## config.mk

```make
export PLATFORM = sky130hd
export DESIGN_NAME = bsc_dpath
export DESIGN_NICKNAME = d
export VERILOG_FILES = /design/src/rtl/core/bsc_pkg.sv /design/src/rtl/core/bsc_ram.sv /design/src/rtl/core/bsc_dpath.sv
export VERILOG_INCLUDE_DIRS = /design/src /design/src/rtl/core
export SDC_FILE = /design/constraint.sdc
export NUM_CORES = 2
export LEC_CHECK = 0
export BUFFER_PORTS_ARGS = -buffer_cell sky130_fd_sc_hd__buf_2
export CAP_MARGIN = 20
export CORE_UTILIZATION = 35
export DETAILED_ROUTE_END_ITERATION = 7
export PLACE_DENSITY = 0.54
export SYNTH_ARGS = -nofsm -noshare
export SYNTH_HDL_FRONTEND = slang
export SYNTH_HIERARCHICAL = 1
export SYNTH_MEMORY_MAX_BITS = 65536
export SYNTH_SLANG_ARGS = --single-unit
export TNS_END_PERCENT = 10
```

## constraint.sdc

```tcl
create_clock -name i_clk -period 10.5 [get_ports i_clk]
set_input_delay 1.575 -clock i_clk [delete_from_list [all_inputs] [get_ports i_clk]]
set_output_delay 1.575 -clock i_clk [all_outputs]
set_load 0.005 [all_outputs]
```

## src/rtl/core/bankers_safety_check_macros.svh

```systemverilog
// Assertion macros for the banker's algorithm safety check.
// Used by the datapath and the top level; needs i_clk and i_rst_n in scope.
`ifndef BANKERS_SAFETY_CHECK_MACROS_SVH
`define BANKERS_SAFETY_CHECK_MACROS_SVH

// Same-cycle implication, checked at every rising edge outside reset.
`define BSC_ASSERT(label, ante, cons, msg) \
    label: assert property (@(posedge i_clk) disable iff (!i_rst_n) (ante) |-> (cons)) \
        else $error(msg);

// Next-cycle implication, checked at every rising edge outside reset.
`define BSC_ASSERT_NEXT(label, ante, cons, msg) \
    label: assert property (@(posedge i_clk) disable iff (!i_rst_n) (ante) |=> (cons)) \
        else $error(msg);

`endif

```

## src/rtl/core/bsc_pkg.sv

```systemverilog
// Shared types, constants and the microprogram for the safety check.
// No dependencies; used by every module of the block but bsc_ram.
package bsc_pkg;

    // Sizing of the stores.
    localparam int MAX_PROCS = 16;
    localparam int MAX_RES   = 8;
    localparam int VAL_BITS  = 16;

    localparam int PROC_BITS = (MAX_PROCS > 1) ? $clog2(MAX_PROCS) : 1;
    localparam int RES_BITS  = (MAX_RES > 1) ? $clog2(MAX_RES) : 1;
    localparam int CNT_BITS  = $clog2(MAX_PROCS + 1);
    localparam int MCNT_BITS = $clog2(MAX_RES + 1);
    localparam int CELLS     = MAX_PROCS * MAX_RES;
    localparam int ADDR_BITS = $clog2(CELLS);
    localparam int NEED_BITS = VAL_BITS + 1;
    localparam int CELL_BITS = VAL_BITS + NEED_BITS;
    localparam int WORK_BITS = VAL_BITS + $clog2(MAX_PROCS) + 1;

    // Fixed port widths.
    localparam int CMD_BITS       = 2;
    localparam int PROC_F_BITS    = 4;
    localparam int RES_F_BITS     = 3;
    localparam int VAL_F_BITS     = 16;
    localparam int PID_F_BITS     = 4;
    localparam int NPROC_CFG_BITS = 5;
    localparam int NRES_CFG_BITS  = 4;
    localparam int PADDR_BITS     = 3;
    localparam int PDATA_BITS     = 32;

    localparam logic [NPROC_CFG_BITS-1:0] NUM_PROCS_RST = 5'd16;
    localparam logic [NRES_CFG_BITS-1:0]  NUM_RES_RST   = 4'd8;

    // Register indexes (paddr bit 2).
    localparam logic REG_NUM_PROCS = 1'b0;
    localparam logic REG_NUM_RES   = 1'b1;

    // Commands.
    localparam logic [CMD_BITS-1:0] CMD_LOAD_CELL  = 2'd0;
    localparam logic [CMD_BITS-1:0] CMD_LOAD_AVAIL = 2'd1;
    localparam logic [CMD_BITS-1:0] CMD_RUN        = 2'd2;

    // Microprogram steps.
    localparam int STEP_BITS = 4;
    localparam logic [STEP_BITS-1:0] ST_IDLE        = 4'd0;
    localparam logic [STEP_BITS-1:0] ST_INIT        = 4'd1;
    localparam logic [STEP_BITS-1:0] ST_PROC_START  = 4'd2;
    localparam logic [STEP_BITS-1:0] ST_CHK_RD      = 4'd3;
    localparam logic [STEP_BITS-1:0] ST_CHK_CMP     = 4'd4;
    localparam logic [STEP_BITS-1:0] ST_CHK_END     = 4'd5;
    localparam logic [STEP_BITS-1:0] ST_GR_RD       = 4'd6;
    localparam logic [STEP_BITS-1:0] ST_GR_ADD      = 4'd7;
    localparam logic [STEP_BITS-1:0] ST_GRANT       = 4'd8;
    localparam logic [STEP_BITS-1:0] ST_EMIT        = 4'd9;
    localparam logic [STEP_BITS-1:0] ST_NEXT_PROC   = 4'd10;
    localparam logic [STEP_BITS-1:0] ST_P_INC       = 4'd11;
    localparam logic [STEP_BITS-1:0] ST_PASS_END    = 4'd12;
    localparam logic [STEP_BITS-1:0] ST_NEW_PASS    = 4'd13;
    localparam logic [STEP_BITS-1:0] ST_EMIT_UNSAFE = 4'd14;

    // Jump conditions.
    localparam int COND_BITS = 4;
    localparam logic [COND_BITS-1:0] COND_SEQ        = 4'd0;
    localparam logic [COND_BITS-1:0] COND_ALWAYS     = 4'd1;
    localparam logic [COND_BITS-1:0] COND_NOT_START  = 4'd2;
    localparam logic [COND_BITS-1:0] COND_DONE       = 4'd3;
    localparam logic [COND_BITS-1:0] COND_R_MORE     = 4'd4;
    localparam logic [COND_BITS-1:0] COND_NOT_OK     = 4'd5;
    localparam logic [COND_BITS-1:0] COND_GRANT_LAST = 4'd6;
    localparam logic [COND_BITS-1:0] COND_P_LAST     = 4'd7;
    localparam logic [COND_BITS-1:0] COND_NOT_FOUND  = 4'd8;

    typedef struct packed {
        logic init_run;
        logic proc_start;
        logic chk_cmp;
        logic r_clr;
        logic add_work;
        logic grant;
        logic emit_safe;
        logic emit_unsafe;
        logic p_inc;
        logic new_pass;
    } t_ops;

    typedef struct packed {
        logic [COND_BITS-1:0] cond;
        logic [STEP_BITS-1:0] target;
        logic                 wait_out;
        t_ops                 ops;
    } t_uword;

    typedef struct packed {
        logic start;
        logic done_p;
        logic ok;
        logic r_more;
        logic p_last;
        logic granted_last;
        logic found;
        logic slot_free;
    } t_flags;

    typedef struct packed {
        logic                 wr_cell;
        logic                 wr_avail;
        logic [PROC_BITS-1:0] proc;
        logic [RES_BITS-1:0]  res;
        logic [VAL_BITS-1:0]  alloc_v;
        logic [VAL_BITS-1:0]  max_v;
        logic [VAL_BITS-1:0]  avail_v;
    } t_load;

    function automatic logic [ADDR_BITS-1:0] cell_addr(input logic [PROC_BITS-1:0] p,
                                                       input logic [RES_BITS-1:0] r);
        return ADDR_BITS'(p) * ADDR_BITS'(MAX_RES) + ADDR_BITS'(r);
    endfunction

    // The control store: one word per step.
    function automatic t_uword urom(input logic [STEP_BITS-1:0] step);
        t_uword w;
        w = '0;
        unique case (step)
            ST_IDLE: begin
                w.cond = COND_NOT_START;
                w.target = ST_IDLE;
            end
            ST_INIT: begin
                w.ops.init_run = 1'b1;
            end
            ST_PROC_START: begin
                w.ops.proc_start = 1'b1;
                w.cond = COND_DONE;
                w.target = ST_NEXT_PROC;
            end
            ST_CHK_RD: begin
                w.cond = COND_SEQ;
            end
            ST_CHK_CMP: begin
                w.ops.chk_cmp = 1'b1;
                w.cond = COND_R_MORE;
                w.target = ST_CHK_RD;
            end
            ST_CHK_END: begin
                w.ops.r_clr = 1'b1;
                w.cond = COND_NOT_OK;
                w.target = ST_NEXT_PROC;
            end
            ST_GR_RD: begin
                w.cond = COND_SEQ;
            end
            ST_GR_ADD: begin
                w.ops.add_work = 1'b1;
                w.cond = COND_R_MORE;
                w.target = ST_GR_RD;
            end
            ST_GRANT: begin
                w.ops.grant = 1'b1;
            end
            ST_EMIT: begin
                w.wait_out = 1'b1;
                w.ops.emit_safe = 1'b1;
                w.cond = COND_GRANT_LAST;
                w.target = ST_IDLE;
            end
            ST_NEXT_PROC: begin
                w.cond = COND_P_LAST;
                w.target = ST_PASS_END;
            end
            ST_P_INC: begin
                w.ops.p_inc = 1'b1;
                w.cond = COND_ALWAYS;
                w.target = ST_PROC_START;
            end
            ST_PASS_END: begin
                w.cond = COND_NOT_FOUND;
                w.target = ST_EMIT_UNSAFE;
            end
            ST_NEW_PASS: begin
                w.ops.new_pass = 1'b1;
                w.cond = COND_ALWAYS;
                w.target = ST_PROC_START;
            end
            ST_EMIT_UNSAFE: begin
                w.wait_out = 1'b1;
                w.ops.emit_unsafe = 1'b1;
                w.cond = COND_ALWAYS;
                w.target = ST_IDLE;
            end
            default: begin
                w.cond = COND_ALWAYS;
                w.target = ST_IDLE;
            end
        endcase
        return w;
    endfunction

endpackage

```

## src/rtl/core/bsc_ram.sv

```systemverilog
// Generic single-port-write, single-port-read RAM with registered read data.
// No dependencies.
module bsc_ram #(
    parameter int WIDTH = 8,
    parameter int DEPTH = 16,
    localparam int AW = (DEPTH > 1) ? $clog2(DEPTH) : 1
) (
    input  logic             i_clk,
    input  logic             i_wr_en,
    input  logic [AW-1:0]    i_wr_addr,
    input  logic [WIDTH-1:0] i_wr_data,
    input  logic [AW-1:0]    i_rd_addr,
    output logic [WIDTH-1:0] o_rd_data
);

    logic [WIDTH-1:0] r_mem [DEPTH];
    logic [WIDTH-1:0] r_rd_data;

    always_ff @(posedge i_clk) begin
        if (i_wr_en) begin
            r_mem[i_wr_addr] <= i_wr_data;
        end
        r_rd_data <= r_mem[i_rd_addr];
    end

    assign o_rd_data = r_rd_data;

endmodule

```

## src/rtl/core/bsc_dpath.sv

```systemverilog
// Datapath: cell memory, available counts, working accumulator, finish marks,
// process and resource counters, and the output register. Depends on bsc_pkg,
// bsc_ram and the assertion macros.
`include "bankers_safety_check_macros.svh"

module bsc_dpath (
    input  logic                           i_clk,
    input  logic                           i_rst_n,
    input  bsc_pkg::t_ops                  i_ops,
    input  bsc_pkg::t_load                 i_load,
    input  logic                           i_start,
    input  logic [bsc_pkg::CNT_BITS-1:0]   i_n_eff,
    input  logic [bsc_pkg::MCNT_BITS-1:0]  i_m_eff,
    input  logic                           i_out_stall,
    output bsc_pkg::t_flags                o_flags,
    output logic                           o_out_valid,
    output logic                           o_safe,
    output logic [bsc_pkg::PID_F_BITS-1:0] o_proc_id,
    output logic                           o_last
);

    logic [bsc_pkg::PROC_BITS-1:0]                     r_p;
    logic [bsc_pkg::RES_BITS-1:0]                      r_r;
    logic                                              r_ok;
    logic                                              r_found;
    logic [bsc_pkg::CNT_BITS-1:0]                      r_granted;
    logic [bsc_pkg::MAX_PROCS-1:0]                     r_done;
    logic [bsc_pkg::MAX_RES-1:0][bsc_pkg::WORK_BITS-1:0] r_work;
    logic [bsc_pkg::VAL_BITS-1:0]                      r_avail [bsc_pkg::MAX_RES];
    logic                                              r_out_valid;
    logic                                              r_out_safe;
    logic [bsc_pkg::PID_F_BITS-1:0]                    r_out_pid;
    logic                                              r_out_last;

    logic [bsc_pkg::CELL_BITS-1:0] w_wr_data;
    logic [bsc_pkg::CELL_BITS-1:0] w_rd_data;
    logic [bsc_pkg::NEED_BITS-1:0] w_need_wr;
    logic [bsc_pkg::VAL_BITS-1:0]  w_rd_alloc;
    logic [bsc_pkg::NEED_BITS-1:0] w_rd_need;
    logic [bsc_pkg::WORK_BITS-1:0] w_need_mag;
    logic                          w_over;
    logic                          w_slot_free;

    // A cell word holds the allocation above the signed need.
    assign w_need_wr = {1'b0, i_load.max_v} - {1'b0, i_load.alloc_v};
    assign w_wr_data = {i_load.alloc_v, w_need_wr};

    bsc_ram #(
        .WIDTH (bsc_pkg::CELL_BITS),
        .DEPTH (bsc_pkg::CELLS)
    ) u_cells (
        .i_clk     (i_clk),
        .i_wr_en   (i_load.wr_cell),
        .i_wr_addr (bsc_pkg::cell_addr(i_load.proc, i_load.res)),
        .i_wr_data (w_wr_data),
        .i_rd_addr (bsc_pkg::cell_addr(r_p, r_r)),
        .o_rd_data (w_rd_data)
    );

    assign w_rd_alloc = w_rd_data[bsc_pkg::CELL_BITS-1 -: bsc_pkg::VAL_BITS];
    assign w_rd_need  = w_rd_data[bsc_pkg::NEED_BITS-1:0];
    assign w_need_mag = bsc_pkg::WORK_BITS'(w_rd_need[bsc_pkg::NEED_BITS-2:0]);
    // A negative or zero need always fits.
    assign w_over = !w_rd_need[bsc_pkg::NEED_BITS-1] && (w_rd_need != '0)
                    && (w_need_mag > r_work[r_r]);
    assign w_slot_free = !r_out_valid || !i_out_stall;

    always_comb begin
        o_flags.start        = i_start;
        o_flags.done_p       = r_done[r_p];
        o_flags.ok           = r_ok;
        o_flags.r_more       = (bsc_pkg::MCNT_BITS'(r_r)
                                != (i_m_eff - bsc_pkg::MCNT_BITS'(1)));
        o_flags.p_last       = (bsc_pkg::CNT_BITS'(r_p)
                                == (i_n_eff - bsc_pkg::CNT_BITS'(1)));
        o_flags.granted_last = (r_granted == i_n_eff);
        o_flags.found        = r_found;
        o_flags.slot_free    = w_slot_free;
    end

    always_ff @(posedge i_clk) begin
        if (i_load.wr_avail) begin
            r_avail[i_load.res] <= i_load.avail_v;
        end
    end

    always_ff @(posedge i_clk) begin
        if (!i_rst_n) begin
            r_p         <= '0;
            r_r         <= '0;
            r_ok        <= 1'b0;
            r_found     <= 1'b0;
            r_granted   <= '0;
            r_done      <= '0;
            r_work      <= '0;
            r_out_valid <= 1'b0;
        end else begin
            if (i_ops.init_run) begin
                r_done    <= '0;
                r_granted <= '0;
                r_p       <= '0;
                r_found   <= 1'b0;
                for (int i = 0; i < bsc_pkg::MAX_RES; i++) begin
                    r_work[i] <= bsc_pkg::WORK_BITS'(r_avail[i]);
                end
            end
            if (i_ops.proc_start) begin
                r_r  <= '0;
                r_ok <= 1'b1;
            end
            if (i_ops.chk_cmp) begin
                if (w_over) begin
                    r_ok <= 1'b0;
                end
                r_r <= r_r + 1'b1;
            end
            if (i_ops.r_clr) begin
                r_r <= '0;
            end
            if (i_ops.add_work) begin
                r_work[r_r] <= r_work[r_r] + bsc_pkg::WORK_BITS'(w_rd_alloc);
                r_r         <= r_r + 1'b1;
            end
            if (i_ops.grant) begin
                r_done[r_p] <= 1'b1;
                r_granted   <= r_granted + bsc_pkg::CNT_BITS'(1);
                r_found     <= 1'b1;
            end
            if (i_ops.p_inc) begin
                r_p <= r_p + 1'b1;
            end
            if (i_ops.new_pass) begin
                r_p     <= '0;
                r_found <= 1'b0;
            end
            if (i_ops.emit_safe || i_ops.emit_unsafe) begin
                r_out_valid <= 1'b1;
            end else if (!i_out_stall) begin
                r_out_valid <= 1'b0;
            end
        end
    end

    always_ff @(posedge i_clk) begin
        if (i_ops.emit_safe) begin
            r_out_safe <= 1'b1;
            r_out_pid  <= bsc_pkg::PID_F_BITS'(r_p);
            r_out_last <= o_flags.granted_last;
        end else if (i_ops.emit_unsafe) begin
            r_out_safe <= 1'b0;
            r_out_pid  <= '0;
            r_out_last <= 1'b1;
        end
    end

    assign o_out_valid = r_out_valid;
    assign o_safe      = r_out_safe;
    assign o_proc_id   = r_out_pid;
    assign o_last      = r_out_last;

    `BSC_ASSERT(a_grant_unfinished, i_ops.grant, !r_done[r_p], "grant of a finished process")
    `BSC_ASSERT(a_emit_slot_free, i_ops.emit_safe || i_ops.emit_unsafe, w_slot_free,
                "result word overwritten while waiting")
    `BSC_ASSERT_NEXT(a_work_quiet, !(i_ops.init_run || i_ops.add_work), $stable(r_work),
                     "working counts changed outside init or grant")

endmodule

```

-- Word-level counts from Yosys, hierarchy flattened
Memories as Yosys holds them, arrays and structs flattened. A register that Yosys moved wholly into a read port is not among the register bits.
Cells that the tools add are included.
- $add $sub $neg: 9
- magnitude comparators: 5
- equal/unequal tests: 4
- mux-type cells: 38
- bitwise logic cells: 2
- reduce and logical (&&, ||, !) cells: 15
- operators by type and width (operator ; count):
    168-bit 2-to-1 mux ; 3
    168-bit bitwise mux ; 1
    21-bit binary-select mux with 3-bit select ; 1
    21-bit demux with 3-bit select ; 1
    16-bit 2-to-1 mux ; 3
    21-bit 2-to-1 mux ; 2
    21-bit by 16-bit adder with 21-bit output ; 1
    16-bit by 21-bit greater-than comparator with 1-bit output ; 1
    17-bit nonzero test ; 1
    16-bit by 16-bit subtractor with 17-bit output ; 1
    4-bit 2-to-1 mux ; 4
    16-bit bitwise OR ; 1
    1-bit 2-to-1 mux ; 15
    7-bit by 3-bit adder with 7-bit output ; 2
    3-bit 2-to-1 mux ; 4
    5-bit 2-to-1 mux ; 2
    2-bit nonzero test ; 3
    5-bit by 1-bit adder with 5-bit output (second input constant) ; 1
    4-bit by 5-bit == test with 1-bit output ; 1
    5-bit == test ; 1
    4-bit by 5-bit < comparator with 1-bit output (second input constant) ; 1
    5-bit by 1-bit subtractor with 5-bit output (second input constant) ; 1
    4-bit by 1-bit adder with 4-bit output (second input constant) ; 1
    1-bit binary-select mux with 4-bit select ; 1
    14 further kinds ; 20
- bits in registers: 205
- bits in writable memories: 4352
- input bits: 80
- output and inout bits: 15
- logic and storage cells: 93
- memories: 2
- memory list (memory ; words ; width ; read ports ; clocked after Yosys merged registers in ; write ports ; RTL line ; RTL):
    u_cells.r_mem ; 128 ; 33 ; 1 ; 1 ; 1 ; bsc_ram.sv:16 ; logic [WIDTH-1:0] r_mem [DEPTH];
    r_avail ; 8 ; 16 ; 8 ; 0 ; 1 ; bsc_dpath.sv:29 ; logic [bsc_pkg::VAL_BITS-1:0] r_avail [bsc_pkg::MAX_RES];

-- Longest topological paths before layout
- depth in word-level cells: 6
- gate-level depth with buffers: 18
- depth with buffers taken out: 14

-- By module
The synthesis kept the hierarchy.
- modules (own cells, without submodules) (module ; instances ; cells an instance ; area each (µm²) ; sequential area each (µm²)):
    bsc_ram ; 1 ; 6171 ; 161130.8 ; 127502.3
    bsc_dpath ; 1 ; 1594 ; 16768.6 ; 7997.7

-- Least setup slack after synthesis
OpenSTA, ideal clock, no wires.
- kind: input-to-reg
- start point: input port i_load[16] (netlist bit)
- end point: memory u_cells/r_mem[0][10] (netlist bit) (data pin)
- library setup time: 1.154 ns
- arrival time: 7.709 ns
- data required time: 9.346 ns
- slack: 1.637 ns
- stages on the path: 10
- path buffers: 0
- cell sequence: inv_1 > ha_1 > fa_1 > nor2b_1 > o21a_1 > o21a_1 > nor2_1 > o21ai_0 > a211oi_1 > nor3_1
- cells in the longest elaborated chain, start to end: 1
- RTL lines (item ; RTL line ; RTL):
    from (decl) ; bsc_dpath.sv:10 ; input bsc_pkg::t_load i_load,
    16-bit by 16-bit subtractor with 17-bit output ; bsc_dpath.sv:45 ; assign w_need_wr = {1'b0, i_load.max_v} - {1'b0, i_load.alloc_v};
    named net w_need_wr, one bit ; bsc_dpath.sv:37 ; logic [bsc_pkg::NEED_BITS-1:0] w_need_wr;
    to (decl) ; bsc_ram.sv:16 ;
The timed path passes the listed nets, and every way through them passes these cells.

-- Worst setup path in the final report
- start point: register r_r[2] (netlist bit)
- end point: register u_cells.r_rd_data[20] (netlist: u_cells/o_rd_data[20]) (read register of u_cells.r_mem)
- cells in the longest elaborated chain, start to end: 1
- RTL lines (item ; RTL line ; RTL):
    from (decl) ; bsc_dpath.sv:23 ; logic [bsc_pkg::RES_BITS-1:0] r_r;
    from (signal assigned) ; bsc_dpath.sv:115 ; r_r <= r_r + 1'b1;
    from (signal assigned) ; bsc_dpath.sv:122 ; r_r <= r_r + 1'b1;
    7-bit by 3-bit adder with 7-bit output ; bsc_pkg.sv:116 ; return ADDR_BITS'(p) * ADDR_BITS'(MAX_RES) + ADDR_BITS'(r);
    to (decl) ; bsc_ram.sv:17 ; logic [WIDTH-1:0] r_rd_data;
Every way passes these cells.
A chain may end at the register's enable or synchronous reset.

==> flow_metrics.env <==
export IMPL_fin_util_pct=40.3
export IMPL_tns_ns=0
export IMPL_yosysSeqAreaShare_pct=76.2
export IMPL_outcome="finished, final reports clean"
export IMPL_syn_to_final_growth_pct=14.6
export IMPL_synth_async_reset_ratio_pct=0
export IMPL_cts_tree="yes"
export IMPL_start_util_pct=35.2
export IMPL_wl_per_cell_um=34.5
export IMPL_final_nets=8294
export IMPL_synth_area_leader_cell="edfxtp_1"
export IMPL_drive_above_1_share_pct=31.3
export IMPL_grt_remaining_overflow=0
export IMPL_post_route_period_util_pct=57.6
export IMPL_ys_types=78
export IMPL_vias=87584
export IMPL_hold_buffers=0
export IMPL_die_w_um=715
export IMPL_use_met3_pct=4.36
export IMPL_cellLeakagePower_nw=62.7
export IMPL_power_internal_mw=31.1
export IMPL_nFillCells=43758
export IMPL_dieArea_sq_um=511000
export IMPL_synth_ff_type="edfxtp_1"
export IMPL_rr_startpoint="r_r[2]"
export IMPL_clk_latency_ns=1.04
export IMPL_yosysWarnings=6
export IMPL_crit_fanout=66
export IMPL_max_stage_delay_ns=0.85
export IMPL_r2r_end="u_cells/o_rd_data[20]"
export IMPL_worst_pin_slew_ns=1.19
export IMPL_critPathLaunch="r_r[2]"
export IMPL_ys_ff_latch=4590
export IMPL_wirelength_mm=529
export IMPL_core_area_sq_um=506000
export IMPL_drcViolationCount=0
export IMPL_io_pins=95
export IMPL_grt_antenna_before_repair=61
export IMPL_cpLargestDelayFamily="buffers and inverters"
export IMPL_fmax_mhz=165
export IMPL_cts_max_path_buffers=4
export IMPL_drt_iter0_markers=11992
export IMPL_port_buffers=92
export IMPL_synth_nets=7903
export IMPL_first_global_vias=88156
export IMPL_grt_max_degree=129
export IMPL_cts_resized=0
export IMPL_num_rows=261
export IMPL_slew_limit_headroom_pct=20.5
export IMPL_h_tree_depth=5
export IMPL_synth_edf_count=4357
export IMPL_crit_arrival_ns=6.98
export IMPL_hold_slack_ns=0.454
export IMPL_drv_slew=0
export IMPL_grt_pass1_wl_mm=724
export IMPL_period_minus_slack_ns=6.05
export IMPL_switching_share_pct=22.7
export IMPL_maxCapViolCount=0
export IMPL_synth_top_area_share_pct=73.5
export IMPL_worstRegToRegCells=8
export IMPL_layout_common_cells="edfxtp_1 (4357), mux4_2 (1403), clkbuf_16 (469)"
export IMPL_yosys_top_cells_area="edfxtp_1 (74%), mux4_2 (18%), dfxtp_1 (2.6%)"
export IMPL_hp_class="reg2reg"
export IMPL_crit_buf_inv=4
export IMPL_r2r_slack_ns=4.45
export IMPL_end_kind="flip-flop"
export IMPL_syn_inst=7765
export IMPL_avgViaCountPerCell=5.72
export IMPL_p_per_area_nw_per_um2=197
export IMPL_synthesis_area_sq_um=178000
export IMPL_switchingPower_mw=9.14
export IMPL_pwr_share_comb_pct=7.2
export IMPL_place_inst=14385
export IMPL_path_clk_slew_ns=0.06
export IMPL_crit_top_cell="buf_4"
export IMPL_skew_ns=0.0894
export IMPL_critPathCapture="u_cells/o_rd_data[20]"
export IMPL_critical_path_slowest_cell="buf_4"
export IMPL_drt_pass1_iter_count=5
export IMPL_gr_usage_met2_pct=31.9
export IMPL_final_common_cell="edfxtp_1"
export IMPL_seqPwrFrac_pct=51.4
export IMPL_critPathKind="reg2reg"
export IMPL_fin_cells=15320
export IMPL_post_cts_buffers=0
export IMPL_root_buffer="clkbuf_16"
export IMPL_die_h_um=715
export IMPL_setup_viol=0
export IMPL_antenna_left=0
export IMPL_cts_sinks=4590
export IMPL_met1_usage_pct=29.4
export IMPL_clockPowerShare_pct=41.4
export IMPL_cp_required_ns=11.43
export IMPL_place_hpwl_mm=279
export IMPL_path_cells="buf_4 -> buf_4 -> buf_4 -> buf_4 -> mux4_2 -> mux4_2 -> mux4_2 -> mux2_2"
export IMPL_ir_drop_uv=162
export IMPL_top_usage_layer="met2"
export IMPL_place_congestion=0.815
export IMPL_rsz0062_at_grt="false"
export IMPL_numCtsBuffers=466
export IMPL_finalHoldViolations=0
export IMPL_cp_depth=8
export IMPL_grt_usage_pct=20.4
export IMPL_crit_path_start_kind="flip-flop"
export IMPL_syn_avg_cell_area_sq_um=22.9
==> sequential cells by signal (all words and copies together), names as in the netlist, 3 cells and up <==
name / cells
r_work: 168
u_cells/o_rd_data: 33
r_r: 3
r_p: 4
r_avail: 128
o_proc_id: 4
u_cells/r_mem: 4224
r_granted: 5
r_done: 16
==> power by group through the flow <==
stage	registers [mW]	logic [mW]	clock network, mW
after CTS	20.7	2.90	16.9
after global routing	20.7	3.08	17.6
after detailed placement	21.1	2.90	0
after global placement	21.1	2.81	0
final	20.7	2.90	16.7
after floorplan	21.1	1.68	0
==> layout make-up <==
cell class / instances / area, sq um / share of cell area, %
multi-input cells: 2688 / 41600 / 20.4
clock buffers: 616 / 12600 / 6.20
clock inverters: 253 / 2740 / 1.35
inverters: 56 / 215 / 0.106
diodes: 57 / 143 / 0.0699
repair buffers: 354 / 2740 / 1.35
flip-flops and latches: 4590 / 136000 / 66.4
well taps: 6706 / 8390 / 4.11
==> cell usage after synthesis, drive strengths merged, types with 4 or more instances <==
library cell  instances
a211oi               13
a21o                 14
a21oi                88
a221o                 4
a221oi                8
a22o                  7
a22oi                 4
a31o                  8
a31oi                 4
a32o                 16
and2                 16
and3                 27
buf                 169
clkbuf              262
dfxtp               233
edfxtp             4357
ha                   56
inv                  55
mux2                 74
mux2i               126
mux4               1403
nand2               185
nand2b               18
nand3                45
nand4                 9
nor2                207
nor2b                38
nor3                 32
nor3b                 7
nor4                  8
o211a                90
o21a                 11
o21ai                82
o21bai                6
or3                   6
xnor2                30
xor2                 12
==> logic make-up (layout without fill, tap and decap cells) <==
family / Yosys count / count (layout) / share of synthesized area, %
other: 0 / 57 / 0
AND/OR/NAND/NOR: 604 / 604 / 1.54
XOR/XNOR: 42 / 42 / 0.226
adder cells (fa/ha/maj): 58 / 58 / 0.416
flip-flops: 4590 / 4590 / 76.2
AO/OA/AOI/OAI: 381 / 381 / 1.59
buffers and inverters: 487 / 1279 / 1.13
multiplexers: 1603 / 1603 / 18.9
==> per-stage QoR <==
| stage | area [sq um] | setup WS (ns) | power (mW) |
|---|---|---|---|
| floorplan | 178000 | 1.64 | 22.8 |
| global placement | 188000 | 3.79 | 23.9 |
| detailed placement | 188000 | 3.92 | 24.0 |
| CTS | 204000 | 4.51 | 40.5 |
| global route | 204000 | 4.29 | 41.4 |
| finish | 204000 | 4.45 | 40.3 |
==> worst register-to-register path, cell delays in order (launching register included) <==
cell and delay, ns:
dfxtp_4 0.75, buf_4 0.73, buf_4 0.83, buf_4 0.84, buf_4 0.89, mux4_2 0.56, mux4_2 0.57, mux4_2 0.52
mux2_2 0.28
==> routing by layer <==
| layer | wire (um) | up-vias |
|---|---|---|
| li1 | - | 33983 |
| met1 | 221000 | 48719 |
| met2 | 246000 | 4212 |
| met3 | 50300 | 640 |
| met4 | 11000 | 30 |
| met5 | 200 | - |
==> worst min-delay path by stage <==
stage	startpoint	to	slack, ns	cells past startpoint
after floorplan	r_work[122]	r_work[122]	0.43	2
after global placement	o_safe	o_safe	0.44	1
after CTS	r_work[38]	r_work[38]	0.46	2
after global routing	o_safe	o_safe	0.49	1
after detailed placement	o_safe	o_safe	0.44	1
final	r_work[38]	r_work[38]	0.45	2
Note: power is estimated with default switching activity, not from simulation.
