[src/rtl/core/bankers_safety_check_macros.svh]
// Assertion macros for the banker's algorithm safety check.
// Used by the datapath and the top level; needs i_clk and i_rst_n in scope.
`ifndef BANKERS_SAFETY_CHECK_MACROS_SVH
`define BANKERS_SAFETY_CHECK_MACROS_SVH

// Same-cycle implication, checked at every rising edge outside reset.
`define BSC_ASSERT(label, ante, cons, msg) \
    label: assert property (@(posedge i_clk) disable iff (!i_rst_n) (ante) |-> (cons)) \
        else $error(msg);

// Next-cycle implication, checked at every rising edge outside reset.
`define BSC_ASSERT_NEXT(label, ante, cons, msg) \
    label: assert property (@(posedge i_clk) disable iff (!i_rst_n) (ante) |=> (cons)) \
        else $error(msg);

`endif

[src/rtl/core/bsc_pkg.sv]
// Shared types, constants and the microprogram for the safety check.
// No dependencies; used by every module of the block but bsc_ram.
package bsc_pkg;

    // Sizing of the stores.
    localparam int MAX_PROCS = 16;
    localparam int MAX_RES   = 8;
    localparam int VAL_BITS  = 16;

    localparam int PROC_BITS = (MAX_PROCS > 1) ? $clog2(MAX_PROCS) : 1;
    localparam int RES_BITS  = (MAX_RES > 1) ? $clog2(MAX_RES) : 1;
    localparam int CNT_BITS  = $clog2(MAX_PROCS + 1);
    localparam int MCNT_BITS = $clog2(MAX_RES + 1);
    localparam int CELLS     = MAX_PROCS * MAX_RES;
    localparam int ADDR_BITS = $clog2(CELLS);
    localparam int NEED_BITS = VAL_BITS + 1;
    localparam int CELL_BITS = VAL_BITS + NEED_BITS;
    localparam int WORK_BITS = VAL_BITS + $clog2(MAX_PROCS) + 1;

    // Fixed port widths.
    localparam int CMD_BITS       = 2;
    localparam int PROC_F_BITS    = 4;
    localparam int RES_F_BITS     = 3;
    localparam int VAL_F_BITS     = 16;
    localparam int PID_F_BITS     = 4;
    localparam int NPROC_CFG_BITS = 5;
    localparam int NRES_CFG_BITS  = 4;
    localparam int PADDR_BITS     = 3;
    localparam int PDATA_BITS     = 32;

    localparam logic [NPROC_CFG_BITS-1:0] NUM_PROCS_RST = 5'd16;
    localparam logic [NRES_CFG_BITS-1:0]  NUM_RES_RST   = 4'd8;

    // Register indexes (paddr bit 2).
    localparam logic REG_NUM_PROCS = 1'b0;
    localparam logic REG_NUM_RES   = 1'b1;

    // Commands.
    localparam logic [CMD_BITS-1:0] CMD_LOAD_CELL  = 2'd0;
    localparam logic [CMD_BITS-1:0] CMD_LOAD_AVAIL = 2'd1;
    localparam logic [CMD_BITS-1:0] CMD_RUN        = 2'd2;

    // Microprogram steps.
    localparam int STEP_BITS = 4;
    localparam logic [STEP_BITS-1:0] ST_IDLE        = 4'd0;
    localparam logic [STEP_BITS-1:0] ST_INIT        = 4'd1;
    localparam logic [STEP_BITS-1:0] ST_PROC_START  = 4'd2;
    localparam logic [STEP_BITS-1:0] ST_CHK_RD      = 4'd3;
    localparam logic [STEP_BITS-1:0] ST_CHK_CMP     = 4'd4;
    localparam logic [STEP_BITS-1:0] ST_CHK_END     = 4'd5;
    localparam logic [STEP_BITS-1:0] ST_GR_RD       = 4'd6;
    localparam logic [STEP_BITS-1:0] ST_GR_ADD      = 4'd7;
    localparam logic [STEP_BITS-1:0] ST_GRANT       = 4'd8;
    localparam logic [STEP_BITS-1:0] ST_EMIT        = 4'd9;
    localparam logic [STEP_BITS-1:0] ST_NEXT_PROC   = 4'd10;
    localparam logic [STEP_BITS-1:0] ST_P_INC       = 4'd11;
    localparam logic [STEP_BITS-1:0] ST_PASS_END    = 4'd12;
    localparam logic [STEP_BITS-1:0] ST_NEW_PASS    = 4'd13;
    localparam logic [STEP_BITS-1:0] ST_EMIT_UNSAFE = 4'd14;

    // Jump conditions.
    localparam int COND_BITS = 4;
    localparam logic [COND_BITS-1:0] COND_SEQ        = 4'd0;
    localparam logic [COND_BITS-1:0] COND_ALWAYS     = 4'd1;
    localparam logic [COND_BITS-1:0] COND_NOT_START  = 4'd2;
    localparam logic [COND_BITS-1:0] COND_DONE       = 4'd3;
    localparam logic [COND_BITS-1:0] COND_R_MORE     = 4'd4;
    localparam logic [COND_BITS-1:0] COND_NOT_OK     = 4'd5;
    localparam logic [COND_BITS-1:0] COND_GRANT_LAST = 4'd6;
    localparam logic [COND_BITS-1:0] COND_P_LAST     = 4'd7;
    localparam logic [COND_BITS-1:0] COND_NOT_FOUND  = 4'd8;

    typedef struct packed {
        logic init_run;
        logic proc_start;
        logic chk_cmp;
        logic r_clr;
        logic add_work;
        logic grant;
        logic emit_safe;
        logic emit_unsafe;
        logic p_inc;
        logic new_pass;
    } t_ops;

    typedef struct packed {
        logic [COND_BITS-1:0] cond;
        logic [STEP_BITS-1:0] target;
        logic                 wait_out;
        t_ops                 ops;
    } t_uword;

    typedef struct packed {
        logic start;
        logic done_p;
        logic ok;
        logic r_more;
        logic p_last;
        logic granted_last;
        logic found;
        logic slot_free;
    } t_flags;

    typedef struct packed {
        logic                 wr_cell;
        logic                 wr_avail;
        logic [PROC_BITS-1:0] proc;
        logic [RES_BITS-1:0]  res;
        logic [VAL_BITS-1:0]  alloc_v;
        logic [VAL_BITS-1:0]  max_v;
        logic [VAL_BITS-1:0]  avail_v;
    } t_load;

    function automatic logic [ADDR_BITS-1:0] cell_addr(input logic [PROC_BITS-1:0] p,
                                                       input logic [RES_BITS-1:0] r);
        return ADDR_BITS'(p) * ADDR_BITS'(MAX_RES) + ADDR_BITS'(r);
    endfunction

    // The control store: one word per step.
    function automatic t_uword urom(input logic [STEP_BITS-1:0] step);
        t_uword w;
        w = '0;
        unique case (step)
            ST_IDLE: begin
                w.cond = COND_NOT_START;
                w.target = ST_IDLE;
            end
            ST_INIT: begin
                w.ops.init_run = 1'b1;
            end
            ST_PROC_START: begin
                w.ops.proc_start = 1'b1;
                w.cond = COND_DONE;
                w.target = ST_NEXT_PROC;
            end
            ST_CHK_RD: begin
                w.cond = COND_SEQ;
            end
            ST_CHK_CMP: begin
                w.ops.chk_cmp = 1'b1;
                w.cond = COND_R_MORE;
                w.target = ST_CHK_RD;
            end
            ST_CHK_END: begin
                w.ops.r_clr = 1'b1;
                w.cond = COND_NOT_OK;
                w.target = ST_NEXT_PROC;
            end
            ST_GR_RD: begin
                w.cond = COND_SEQ;
            end
            ST_GR_ADD: begin
                w.ops.add_work = 1'b1;
                w.cond = COND_R_MORE;
                w.target = ST_GR_RD;
            end
            ST_GRANT: begin
                w.ops.grant = 1'b1;
            end
            ST_EMIT: begin
                w.wait_out = 1'b1;
                w.ops.emit_safe = 1'b1;
                w.cond = COND_GRANT_LAST;
                w.target = ST_IDLE;
            end
            ST_NEXT_PROC: begin
                w.cond = COND_P_LAST;
                w.target = ST_PASS_END;
            end
            ST_P_INC: begin
                w.ops.p_inc = 1'b1;
                w.cond = COND_ALWAYS;
                w.target = ST_PROC_START;
            end
            ST_PASS_END: begin
                w.cond = COND_NOT_FOUND;
                w.target = ST_EMIT_UNSAFE;
            end
            ST_NEW_PASS: begin
                w.ops.new_pass = 1'b1;
                w.cond = COND_ALWAYS;
                w.target = ST_PROC_START;
            end
            ST_EMIT_UNSAFE: begin
                w.wait_out = 1'b1;
                w.ops.emit_unsafe = 1'b1;
                w.cond = COND_ALWAYS;
                w.target = ST_IDLE;
            end
            default: begin
                w.cond = COND_ALWAYS;
                w.target = ST_IDLE;
            end
        endcase
        return w;
    endfunction

endpackage

[src/rtl/core/bsc_useq.sv]
// Microcode sequencer: step counter, control store lookup and jump logic.
// Depends on bsc_pkg.
module bsc_useq (
    input  logic            i_clk,
    input  logic            i_rst_n,
    input  bsc_pkg::t_flags i_flags,
    output bsc_pkg::t_ops   o_ops,
    output logic            o_busy
);

    logic [bsc_pkg::STEP_BITS-1:0] r_upc;
    logic [bsc_pkg::STEP_BITS-1:0] n_upc;
    bsc_pkg::t_uword               w_cw;
    logic                          w_hold;
    logic                          w_take;

    always_comb begin
        w_cw = bsc_pkg::urom(r_upc);
        // An emit step holds until the output register can take a word.
        w_hold = w_cw.wait_out && !i_flags.slot_free;
        unique case (w_cw.cond)
            bsc_pkg::COND_SEQ:        w_take = 1'b0;
            bsc_pkg::COND_ALWAYS:     w_take = 1'b1;
            bsc_pkg::COND_NOT_START:  w_take = !i_flags.start;
            bsc_pkg::COND_DONE:       w_take = i_flags.done_p;
            bsc_pkg::COND_R_MORE:     w_take = i_flags.r_more;
            bsc_pkg::COND_NOT_OK:     w_take = !i_flags.ok;
            bsc_pkg::COND_GRANT_LAST: w_take = i_flags.granted_last;
            bsc_pkg::COND_P_LAST:     w_take = i_flags.p_last;
            bsc_pkg::COND_NOT_FOUND:  w_take = !i_flags.found;
            default:                  w_take = 1'b1;
        endcase
        if (w_hold) begin
            n_upc = r_upc;
        end else if (w_take) begin
            n_upc = w_cw.target;
        end else begin
            n_upc = r_upc + 1'b1;
        end
        o_ops = w_hold ? '0 : w_cw.ops;
    end

    always_ff @(posedge i_clk) begin
        if (!i_rst_n) begin
            r_upc <= bsc_pkg::ST_IDLE;
        end else begin
            r_upc <= n_upc;
        end
    end

    assign o_busy = (r_upc != bsc_pkg::ST_IDLE);

endmodule

[config.mk]
export PLATFORM = sky130hd
export DESIGN_NAME = bsc_useq
export DESIGN_NICKNAME = d
export VERILOG_FILES = /design/src/rtl/core/bankers_safety_check_macros.svh /design/src/rtl/core/bsc_pkg.sv /design/src/rtl/core/bsc_useq.sv
export SDC_FILE = /design/constraint.sdc
export NUM_CORES = 1
export LEC_CHECK = 0
export BUFFER_PORTS_ARGS = -buffer_cell sky130_fd_sc_hd__buf_4
export CORE_UTILIZATION = 50
export CTS_CLUSTER_SIZE = 40
export DETAILED_ROUTE_END_ITERATION = 8
export MAX_ROUTING_LAYER = met4
export PLACE_DENSITY = 0.79
export SLEW_MARGIN = 20
export SYNTH_ARGS = -nofsm -noshare
export SYNTH_HDL_FRONTEND = slang
export SYNTH_SLANG_ARGS = --single-unit
[constraint.sdc]
create_clock -name i_clk -period 3.9 [get_ports i_clk]
set_input_delay 0.39 -clock i_clk [delete_from_list [all_inputs] [get_ports i_clk]]
set_output_delay 0.39 -clock i_clk [all_outputs]
set_load 0.01 [all_outputs]
### Yosys cells after proc, flatten, opt, wreduce, memory -nomap -nowiden

Index checks and enable logic that the tools add are counted.

| storage, ports and cells | value |
|---|---|
| flip-flop bits (word level) | 4 |
| input bits | 10 |
| output and inout bits | 11 |
| word-level logic and storage cells | 52 |

| cells by class | value |
|---|---|
| add/sub/neg operators | 1 |
| equal/unequal tests | 21 |
| multiplexer cells | 16 |
| reduce and logical (&&, ||, !) cells | 13 |

Operators with widths:

| kind | number |
|---|---|
| $eq A4 B3 Y1 const B | 8 |
| $eq A4 B4 Y1 const B | 8 |
| $pmux W4 S8 | 1 |
| $pmux W4 S6 | 1 |
| $eq A4 B2 Y1 const B | 4 |
| $mux W1 | 11 |
| $mux W10 | 1 |
| $logic_not A4 Y1 | 2 |
| $pmux W1 S8 | 1 |
| $reduce_or A2 Y1 | 4 |
| $add A4 B1 Y4 const B | 1 |
| $eq A4 B1 Y1 const B | 1 |
| $logic_not A1 Y1 | 4 |
| $mux W4 | 1 |
| $reduce_bool A4 Y1 | 1 |
| $reduce_or A4 Y1 | 1 |
| $logic_and A1 B1 Y1 | 1 |

### Logic depth before layout (Yosys ltp)

Gate-level depths: netlist (run 1).

| depth | value |
|---|---|
| depth in word-level cells | 6 |
| gate-level depth with buffers | 10 |
| mapped depth without buffers | 8 |

### Worst setup path after synthesis (run 1)

No wires, ideal clock.

| timing | value |
|---|---|
| path kind | register to register |
| start | register r_upc[0] (netlist name) |
| end | register r_upc[0] (netlist name) |
| setup time | 0.120 ns |
| arrival | 2.036 ns |
| data required time | 3.780 ns |
| setup slack | 1.744 ns |
| cell stages (with the launch flop) | 9 |
| path buffers | 0 |
| period minus slack after synthesis | 2.156 ns |
| path through | dfxtp_1 > inv_1 > ha_1 > or3b_4 > a31oi_4 > nor2_2 > a311oi_4 > a21boi_0 > o31a_1 |

| between the ends | value |
|---|---|
| cells in the longest elaborated chain, start to end | 6 |
| elaborated cells between the ends (all ways) | 35 |
| those cells by class | 1 x add/sub; 21 x eq/ne; 5 x mux; 8 x reduce/logical |

Ends and longest elaborated chain:

| element | RTL line | text |
|---|---|---|
| from (decl) | bsc_useq.sv:11 | `logic [bsc_pkg::STEP_BITS-1:0] r_upc;` |
| from (signal assigned) | bsc_useq.sv:45 | `r_upc <= bsc_pkg::ST_IDLE;` |
| from (signal assigned) | bsc_useq.sv:47 | `r_upc <= n_upc;` |
| $eq A4 B4 Y1, or another cell as far along | bsc_pkg.sv:123 | `unique case (step)` |
| $reduce_or A4 Y1 (no line) / $reduce_or A2 Y1 (equally long branches) | n/a |  |
| $pmux W4 S8 | bsc_pkg.sv:123 |  |
| $eq A4 B4 Y1, or another cell as far along | bsc_useq.sv:21 | `unique case (w_cw.cond)` |
| $pmux W1 S8 | bsc_useq.sv:21 |  |
| $mux W4 | bsc_useq.sv:35 | `end else if (w_take) begin` |

Several ways; a longest one is shown, not always the timed one.
A chain may end at the register's enable or synchronous reset.

### Worst setup path in the final report (run 1)

| timing | value |
|---|---|
| start | register r_upc[1] (netlist name) |
| end | register r_upc[0] (netlist name) |

Same word-level chain as after synthesis.

==> results of run 1 <==
cell usage after synthesis (all sizes together) (2+ instances only):
cell,n
a21boi,2
a21oi,2
a31oi,3
and2,3
and3,3
buf,6
clkbuf,2
dfxtp,4
ha,4
inv,4
nand2,6
nand2b,2
nand3,5
nand3b,2
nor2,4
nor2b,3
nor3,3
nor3b,2
o21ai,6
worst reg2reg max path: stages, from the launching register on:
cell      delay (ns)
dfxtp_1         0.41
inv_1           0.09
ha_1            0.34
or4_1           0.58
nand3_2         0.13
nor2_2          0.06
a311oi_4        0.41
a21boi_0        0.17
o31a_1          0.25
through the flow:
step / instance area, um2 / setup WS, ns / std cells
2_1_floorplan: 660.6 / 1.744 / 87
3_3_place_gp: 784.5 / 1.434 / 113
3_5_place_dp: 784.5 / 1.379 / 113
4_1_cts: 807.0 / 1.351 / 116
5_1_grt: 807.0 / 1.132 / 116
6_report: 807.0 / 1.342 / 116
cells by family (layout without fill, tap and decap cells):
| family | Yosys count | count (layout) | synth area share |
|---|---|---|---|
| buffers and inverters | 12 | 27 | 0.08901 |
| flip-flops | 4 | 4 | 0.1212 |
| AND/OR/NAND/NOR | 41 | 41 | 0.3769 |
| adder cells (fa/ha/maj) | 4 | 4 | 0.07576 |
| AO/OA/AOI/OAI | 25 | 25 | 0.3239 |
| XOR/XNOR | 1 | 1 | 0.01326 |
layout by cell type (no fill, tap or decap), types with 4 or more instances in the layout:
master / synthesis / final
nand3_1: 4 / 4
o21ai_0: 5 / 5
inv_1: 4 / 4
dfxtp_1: 4 / 4
buf_4: 0 / 20
nand2_1: 6 / 6
ha_1: 4 / 4
worst max-delay path by stage:
stage | from | to | slack, ns | cells past startpoint
final | r_upc[1]$_SDFFE_PN0N_ | r_upc[0]$_SDFFE_PN0N_ | 1.34 | 8
after CTS | r_upc[1]$_SDFFE_PN0N_ | o_ops[1] | 1.35 | 7
after detailed placement | r_upc[0]$_SDFFE_PN0N_ | r_upc[0]$_SDFFE_PN0N_ | 1.38 | 8
after global placement | r_upc[0]$_SDFFE_PN0N_ | r_upc[0]$_SDFFE_PN0N_ | 1.43 | 8
after floorplan | r_upc[0]$_SDFFE_PN0N_ | r_upc[0]$_SDFFE_PN0N_ | 1.74 | 8
after global routing | r_upc[1]$_SDFFE_PN0N_ | o_ops[1] | 1.13 | 7
cell type report:
type                       count  area (um2)  area share
clock buffer                   3       22.52     0.02791
tap                           14       17.52     0.02171
sequential                     4       80.08     0.09922
timing repair buffer          20       150.1      0.1860
inverter                       4       15.01     0.01860
multi-input combinational     71       521.8      0.6465
power breakdown:
part | internal (uW) | leakage, uW | switching [uW]
logic | 183 | 0.000320 | 219
registers | 55.7 | 0.0000328 | 33.7
clock network | 34.7 | 0.0000138 | 21.5
total | 274 | 0.000367 | 274
per-layer routing:
layer	vias to the layer above	wire (um)	GRT usage
met2	31	743	0.4280
met4	0	25	0.1034
met3	4	111	0.03488
li1	357	-	-
met5	-	0	-
met1	334	718	0.3427
==> impl_metrics.env, run 1 <==
export IMPL_setup_tns_ns=0
export IMPL_rsz0062_at_grt="no"
export IMPL_clock_path_buffers=2
export IMPL_syn_avg_cell_area_um2=7.593
export IMPL_cts_tree="built"
export IMPL_synth_warnings=0
export IMPL_regMostFlops="r_upc"
export IMPL_die_x_um=38.35
export IMPL_worstHoldStart="i_rst_n"
export IMPL_drc_errors=0
export IMPL_max_slew_margin_rel=0.5861
export IMPL_crit_arrival_ns=2.68
export IMPL_worstReg2RegEnd="r_upc[0]$_SDFFE_PN0N_"
export IMPL_end_kind="register"
export IMPL_synth_top_area_frac=0.1212
export IMPL_seq_area_frac_synth=0.1212
export IMPL_coreArea_mm2=0.001171
export IMPL_r2r_slack_ns=1.34
export IMPL_track_usage=0.2679
export IMPL_grt_pass1_vias=596
export IMPL_path_cells="inv_1 > ha_1 > or4_1 > nand3_2 > nor2_2 > a311oi_4 > a21boi_0 > o31a_1"
export IMPL_drt_antenna_violating_nets=0
export IMPL_initialDrtViolationCount=49
export IMPL_crit_buf_inv=1
export IMPL_synth_cell_types=47
export IMPL_synth_seq_cells=4
export IMPL_synth_ff_type="dfxtp_1"
export IMPL_cts_repair_resized=0
export IMPL_netlist_area_um2=660.6
export IMPL_power_uw=547.9
export IMPL_ios=21
export IMPL_area_growth_pct=22.16
export IMPL_pwr_density_cell_mw_per_mm2=678.9
export IMPL_clkLatencyLatePin_ns=0.24
export IMPL_cts_setup_buffers=0
export IMPL_tightestPinTransition_ns=0.6200
export IMPL_status="complete, no violations"
export IMPL_max_stage_delay_ns=0.57
export IMPL_grt_max_degree=22
export IMPL_ctsHtreeMaxLevel=1
export IMPL_rows=12
export IMPL_via_count=726
export IMPL_syn_nets=101
export IMPL_cts_hold_buf=0
export IMPL_synth_edff_count=0
export IMPL_drt_wirelength_per_cell_um=13.78
export IMPL_clock_skew_ns=0.005654
export IMPL_maxCapViolCount=0
export IMPL_grt_ovfl_total=0
export IMPL_fin_util=0.6891
export IMPL_hold_class="input port to register"
export IMPL_synth_largest_area_cell="dfxtp_1"
export IMPL_clock_sinks=4
export IMPL_r2r_cells=8
export IMPL_clock_fmax_mhz=391.0
export IMPL_numCtsBuffers=3
export IMPL_holdWs_ns=0.3977
export IMPL_worstReg2RegStart="r_upc[1]$_SDFFE_PN0N_"
export IMPL_whs_endpoint="r_upc[0]$_SDFFE_PN0N_"
export IMPL_grt_pass1_wl_um=2697
export IMPL_die_h_um=38.35
export IMPL_yosys_top_cells_area="dfxtp_1 12%, ha_1 7.6%, a311oi_4 4.0%"
export IMPL_leakagePower_uw=0.0003669
export IMPL_antenna_found_initial=0
export IMPL_synthArstFlopShare=0
export IMPL_n_fill_cell=105
export IMPL_reg_largest_list="r_upc (4)"
export IMPL_dieArea_mm2=0.001471
export IMPL_finalSetupViolations=0
export IMPL_crit_family="compound AO/OA/AOI/OAI gates"
export IMPL_whs_path_depth=2
export IMPL_drt_total_wl_um=1599
export IMPL_firstDrtPassIters=4
export IMPL_clk_pin_slew_ns=0.05
export IMPL_dpl_hpwl_um=1115
export IMPL_drive_gt1_frac=0.3137
export IMPL_largest_register_ffs=4
export IMPL_finalHoldViolations=0
export IMPL_antenna_cells=0
export IMPL_ir_drop_mv=0.3270
export IMPL_cts_root_buf="clkbuf_4"
export IMPL_critPathKind="register to register"
export IMPL_drv_slew=0
export IMPL_port_buffers=20
export IMPL_critPathRequiredTime_ns=4.03
export IMPL_period_needed_ns=2.558
export IMPL_start_util=0.5641
export IMPL_slowest_stage="or4_1"
export IMPL_start_kind="register"
export IMPL_viasPerCell=6.259
export IMPL_nets=118
export IMPL_gp_congestion=0.7784
export IMPL_cp_max_fo=12
export IMPL_netlist_instances=87
export IMPL_fin_crit_sh=0.6558
Note: power is estimated with default switching activity, not from simulation.
==> run 2, diff against run 1 <==
--- a/config.mk
+++ b/config.mk
@@ -5,12 +5,13 @@
 export SDC_FILE = /design/constraint.sdc
 export NUM_CORES = 1
 export LEC_CHECK = 0
+export ABC_AREA = 1
 export BUFFER_PORTS_ARGS = -buffer_cell sky130_fd_sc_hd__buf_4
-export CORE_UTILIZATION = 50
+export CORE_UTILIZATION = 46
 export CTS_CLUSTER_SIZE = 40
 export DETAILED_ROUTE_END_ITERATION = 8
 export MAX_ROUTING_LAYER = met4
-export PLACE_DENSITY = 0.79
+export PLACE_DENSITY = 0.75
 export SLEW_MARGIN = 20
 export SYNTH_ARGS = -nofsm -noshare
 export SYNTH_HDL_FRONTEND = slang
==> constraint.sdc (replaced) <==
create_clock -name i_clk -period 2.13 [get_ports i_clk]
set_input_delay 0.213 -clock i_clk [delete_from_list [all_inputs] [get_ports i_clk]]
set_output_delay 0.213 -clock i_clk [all_outputs]
set_load 0.01 [all_outputs]
==> run 2 against run 1 <==
Cell count is 37% higher; synthesized cell count is 38% higher; clock skew is 0.0055 ns lower; utilization is 7.1 points lower; critical path depth is 6 higher; sequential power is 50% higher; final area is 14% higher; global-route usage is 4.7 points lower; critical endpoint is now r_upc[3]$_SDFFE_PN0N_; largest cell class unchanged.
==> impl_metrics.env, run 2 <==
export IMPL_fin_cells=159
export IMPL_cts_tree="built"
export IMPL_critPathRequiredTime_ns=2.25
export IMPL_rsz0062_at_grt="no"
export IMPL_area_growth_pct=26.07
export IMPL_swShare=0.5280
export IMPL_crit_arrival_ns=2.04
export IMPL_cts_hold_buf=0
export IMPL_cp_max_fo=5
export IMPL_dpl_cell_area_um2=892.1
export IMPL_finalHoldViolations=0
export IMPL_dieArea_mm2=0.001749
export IMPL_clk_pin_slew_ns=0.03
export IMPL_cts_root_buf="clkbuf_4"
export IMPL_die_h_um=41.82
export IMPL_clock_sinks=4
export IMPL_grt_max_degree=10
export IMPL_power_internal_uw=443.6
export IMPL_yosysMostFrequentCell="inv_1"
export IMPL_worstReg2RegStart="r_upc[1]$_SDFFE_PN0N_"
export IMPL_nets=159
export IMPL_grt_ovfl_total=0
export IMPL_hold_class="input port to register"
export IMPL_die_x_um=41.82
export IMPL_clock_skew_ns=0.0001212
export IMPL_ctsHtreeMaxLevel=1
export IMPL_drt_total_wl_um=1657
export IMPL_viasPerCell=5.101
export IMPL_combinationalPowerShare=0.764
export IMPL_tightestPinTransition_ns=0.5010
export IMPL_status="complete, no violations"
export IMPL_start_util=0.4899
export IMPL_drive_gt1_frac=0.3706
export IMPL_coreArea_mm2=0.001489
export IMPL_port_buffers=20
export IMPL_seq_area_frac_synth=0.1098
export IMPL_via_count=811
export IMPL_drt_antenna_violating_nets=0
export IMPL_power_switching_uw=496.3
export IMPL_mostFrequentLayoutCells="24 x inv_1, 22 x nand2_1, 22 x buf_4"
export IMPL_synth_top_area_frac=0.1235
export IMPL_drv_slew=0
export IMPL_synth_warnings=0
export IMPL_fin_crit_sh=0.8992
export IMPL_synth_commonest_cells="24 x inv_1, 23 x nand2_1, 17 x nand3_1, 8 x nor2_1, 6 x nand2_2"
export IMPL_period_needed_ns=1.915
export IMPL_grt_pass1_vias=781
export IMPL_drt_wirelength_per_cell_um=10.42
export IMPL_layout_area_seq_um2=80.08
export IMPL_gp_congestion=0.8940
export IMPL_grt_pass1_wl_um=2980
export IMPL_numCtsBuffers=3
export IMPL_critPathKind="register to register"
export IMPL_power_uw=939.9
export IMPL_layout_commonest_cell="inv_1"
export IMPL_dpl_hpwl_um=1423
export IMPL_pre_cts_slack_ns=0.1816
export IMPL_worstReg2RegEnd="r_upc[3]$_SDFFE_PN0N_"
export IMPL_yosys_top_cells_area="inv_1 12%, nand2_1 12%, nand3_1 12%"
export IMPL_synth_seq_cells=4
export IMPL_antenna_found_initial=0
export IMPL_clock_path_buffers=2
export IMPL_ios=21
export IMPL_setup_tns_ns=0
export IMPL_p_clk_frac=0.093
export IMPL_r2r_cells=14
export IMPL_fin_area_um2=919.6
export IMPL_synthArstFlopShare=0
export IMPL_initialDrtViolationCount=10
export IMPL_max_slew_margin_rel=0.6655
export IMPL_syn_nets=134
export IMPL_netlist_area_um2=729.5
export IMPL_cts_setup_buffers=0
export IMPL_leakagePower_uw=0.0005922
export IMPL_worstHoldStart="i_rst_n"
export IMPL_firstDrtPassIters=4
export IMPL_syn_avg_cell_area_um2=6.079
export IMPL_netlist_instances=120
export IMPL_p_seq_frac=0.143
export IMPL_drc_errors=0
export IMPL_track_usage=0.2211
export IMPL_dp_cells=156
export IMPL_multiInputGateArea_um2=521.8
export IMPL_endpoint="r_upc[3]$_SDFFE_PN0N_"
export IMPL_synth_ff_type="dfxtp_1"
export IMPL_synth_largest_area_cell="inv_1"
export IMPL_n_fill_cell=152
export IMPL_synth_cell_types=23
export IMPL_antenna_cells=0
export IMPL_clkLatencyLatePin_ns=0.23
export IMPL_rows=14
export IMPL_maxCapViolCount=0
export IMPL_synth_edff_count=0
export IMPL_start_kind="register"
export IMPL_regMostFlops="r_upc"
export IMPL_reg_largest_list="r_upc (4)"
export IMPL_finalWorstSetupSlack_ns=0.2147
export IMPL_pwr_density_cell_mw_per_mm2=1022
export IMPL_ir_drop_mv=0.5901
export IMPL_end_kind="register"
export IMPL_r2r_slack_ns=0.21
export IMPL_clock_fmax_mhz=522.1
export IMPL_largest_register_ffs=4
export IMPL_crit_start="r_upc[1]$_SDFFE_PN0N_"
export IMPL_finalSetupViolations=0
[run 2: cell count changes after synthesis, moves of 3 or more]
cell and delta:
nand2_2 +6, nor2_1 +5, buf_2 -5, inv_1 +20, nor2_4 +3, nand3_1 +13, nor2b_1 -3, nand2_1 +17
[run 2: worst min-delay path by stage]
stage / cells after the start / endpoint / slack (ns)
after CTS: 3 / r_upc[3]$_SDFFE_PN0N_ / 0.20
after detailed placement: 3 / r_upc[3]$_SDFFE_PN0N_ / 0.43
after global placement: 3 / r_upc[3]$_SDFFE_PN0N_ / 0.43
after global routing: 3 / r_upc[3]$_SDFFE_PN0N_ / 0.20
final: 3 / r_upc[3]$_SDFFE_PN0N_ / 0.20
after floorplan: 2 / r_upc[3]$_SDFFE_PN0N_ / 0.31
[run 2: layer usage]
metal | wire length, um | GRT usage | up-vias
li1 | - | - | 419
met1 | 749 | 0.2420 | 382
met2 | 865 | 0.4000 | 10
met3 | 43 | 0.03043 | 0
met4 | 0 | 0.08387 | 0
met5 | 0 | - | -
[run 2: repair_timing]
action | in CTS | in global routing
setup endpoints to repair | 0 | 6
endpoints found under the hold margin | 0 | 0
resized for setup | 0 | 2
[run 2: cell families after synthesis]
group	share of synthesized area
flip-flops	0.1098
adder cells (fa/ha/maj)	0.06861
AO/OA/AOI/OAI	0.07548
buffers and inverters	0.1818
XOR/XNOR	0.02402
AND/OR/NAND/NOR	0.5403
[run 2: power groups by stage]
stage / Sequential, uW / Clock [uW] / Combinational (uW)
detailed placement: 134 / 0 / 716
global route: 137 / 105 / 804
finish: 134 / 87.8 / 718
floorplan: 116 / 0 / 576
CTS: 133 / 93.4 / 719
global placement: 131 / 0 / 708
[run 2: layout make-up]
| class | instances | share of cell area |
|---|---|---|
| sequential | 4 | 0.08707 |
| multi-input combinational | 86 | 0.5673 |
| clock buffer | 3 | 0.02449 |
| timing repair buffer | 22 | 0.1796 |
| tap | 16 | 0.02177 |
| inverter | 28 | 0.1197 |
[run 2: per-stage QoR]
step                      utilization  hold slack (ns)
after detailed placement       0.5992           0.4322
after global routing           0.6176           0.2033
after CTS                      0.6143           0.1961
final                          0.6176           0.1996
after global placement         0.5992           0.4341
after floorplan                     -           0.3106
[run 2: critical path, cell delays in order, from the launching register on]
cell     delay (ns)
dfxtp_1        0.40
inv_1          0.09
ha_1           0.28
o21ai_2        0.26
nand2_4        0.10
nand3_1        0.09
nand2_1        0.05
inv_1          0.06
nand2_2        0.05
nand2_2        0.11
nand2_4        0.07
nand2_1        0.06
nand3_1        0.08
nand2_1        0.07
inv_1          0.03
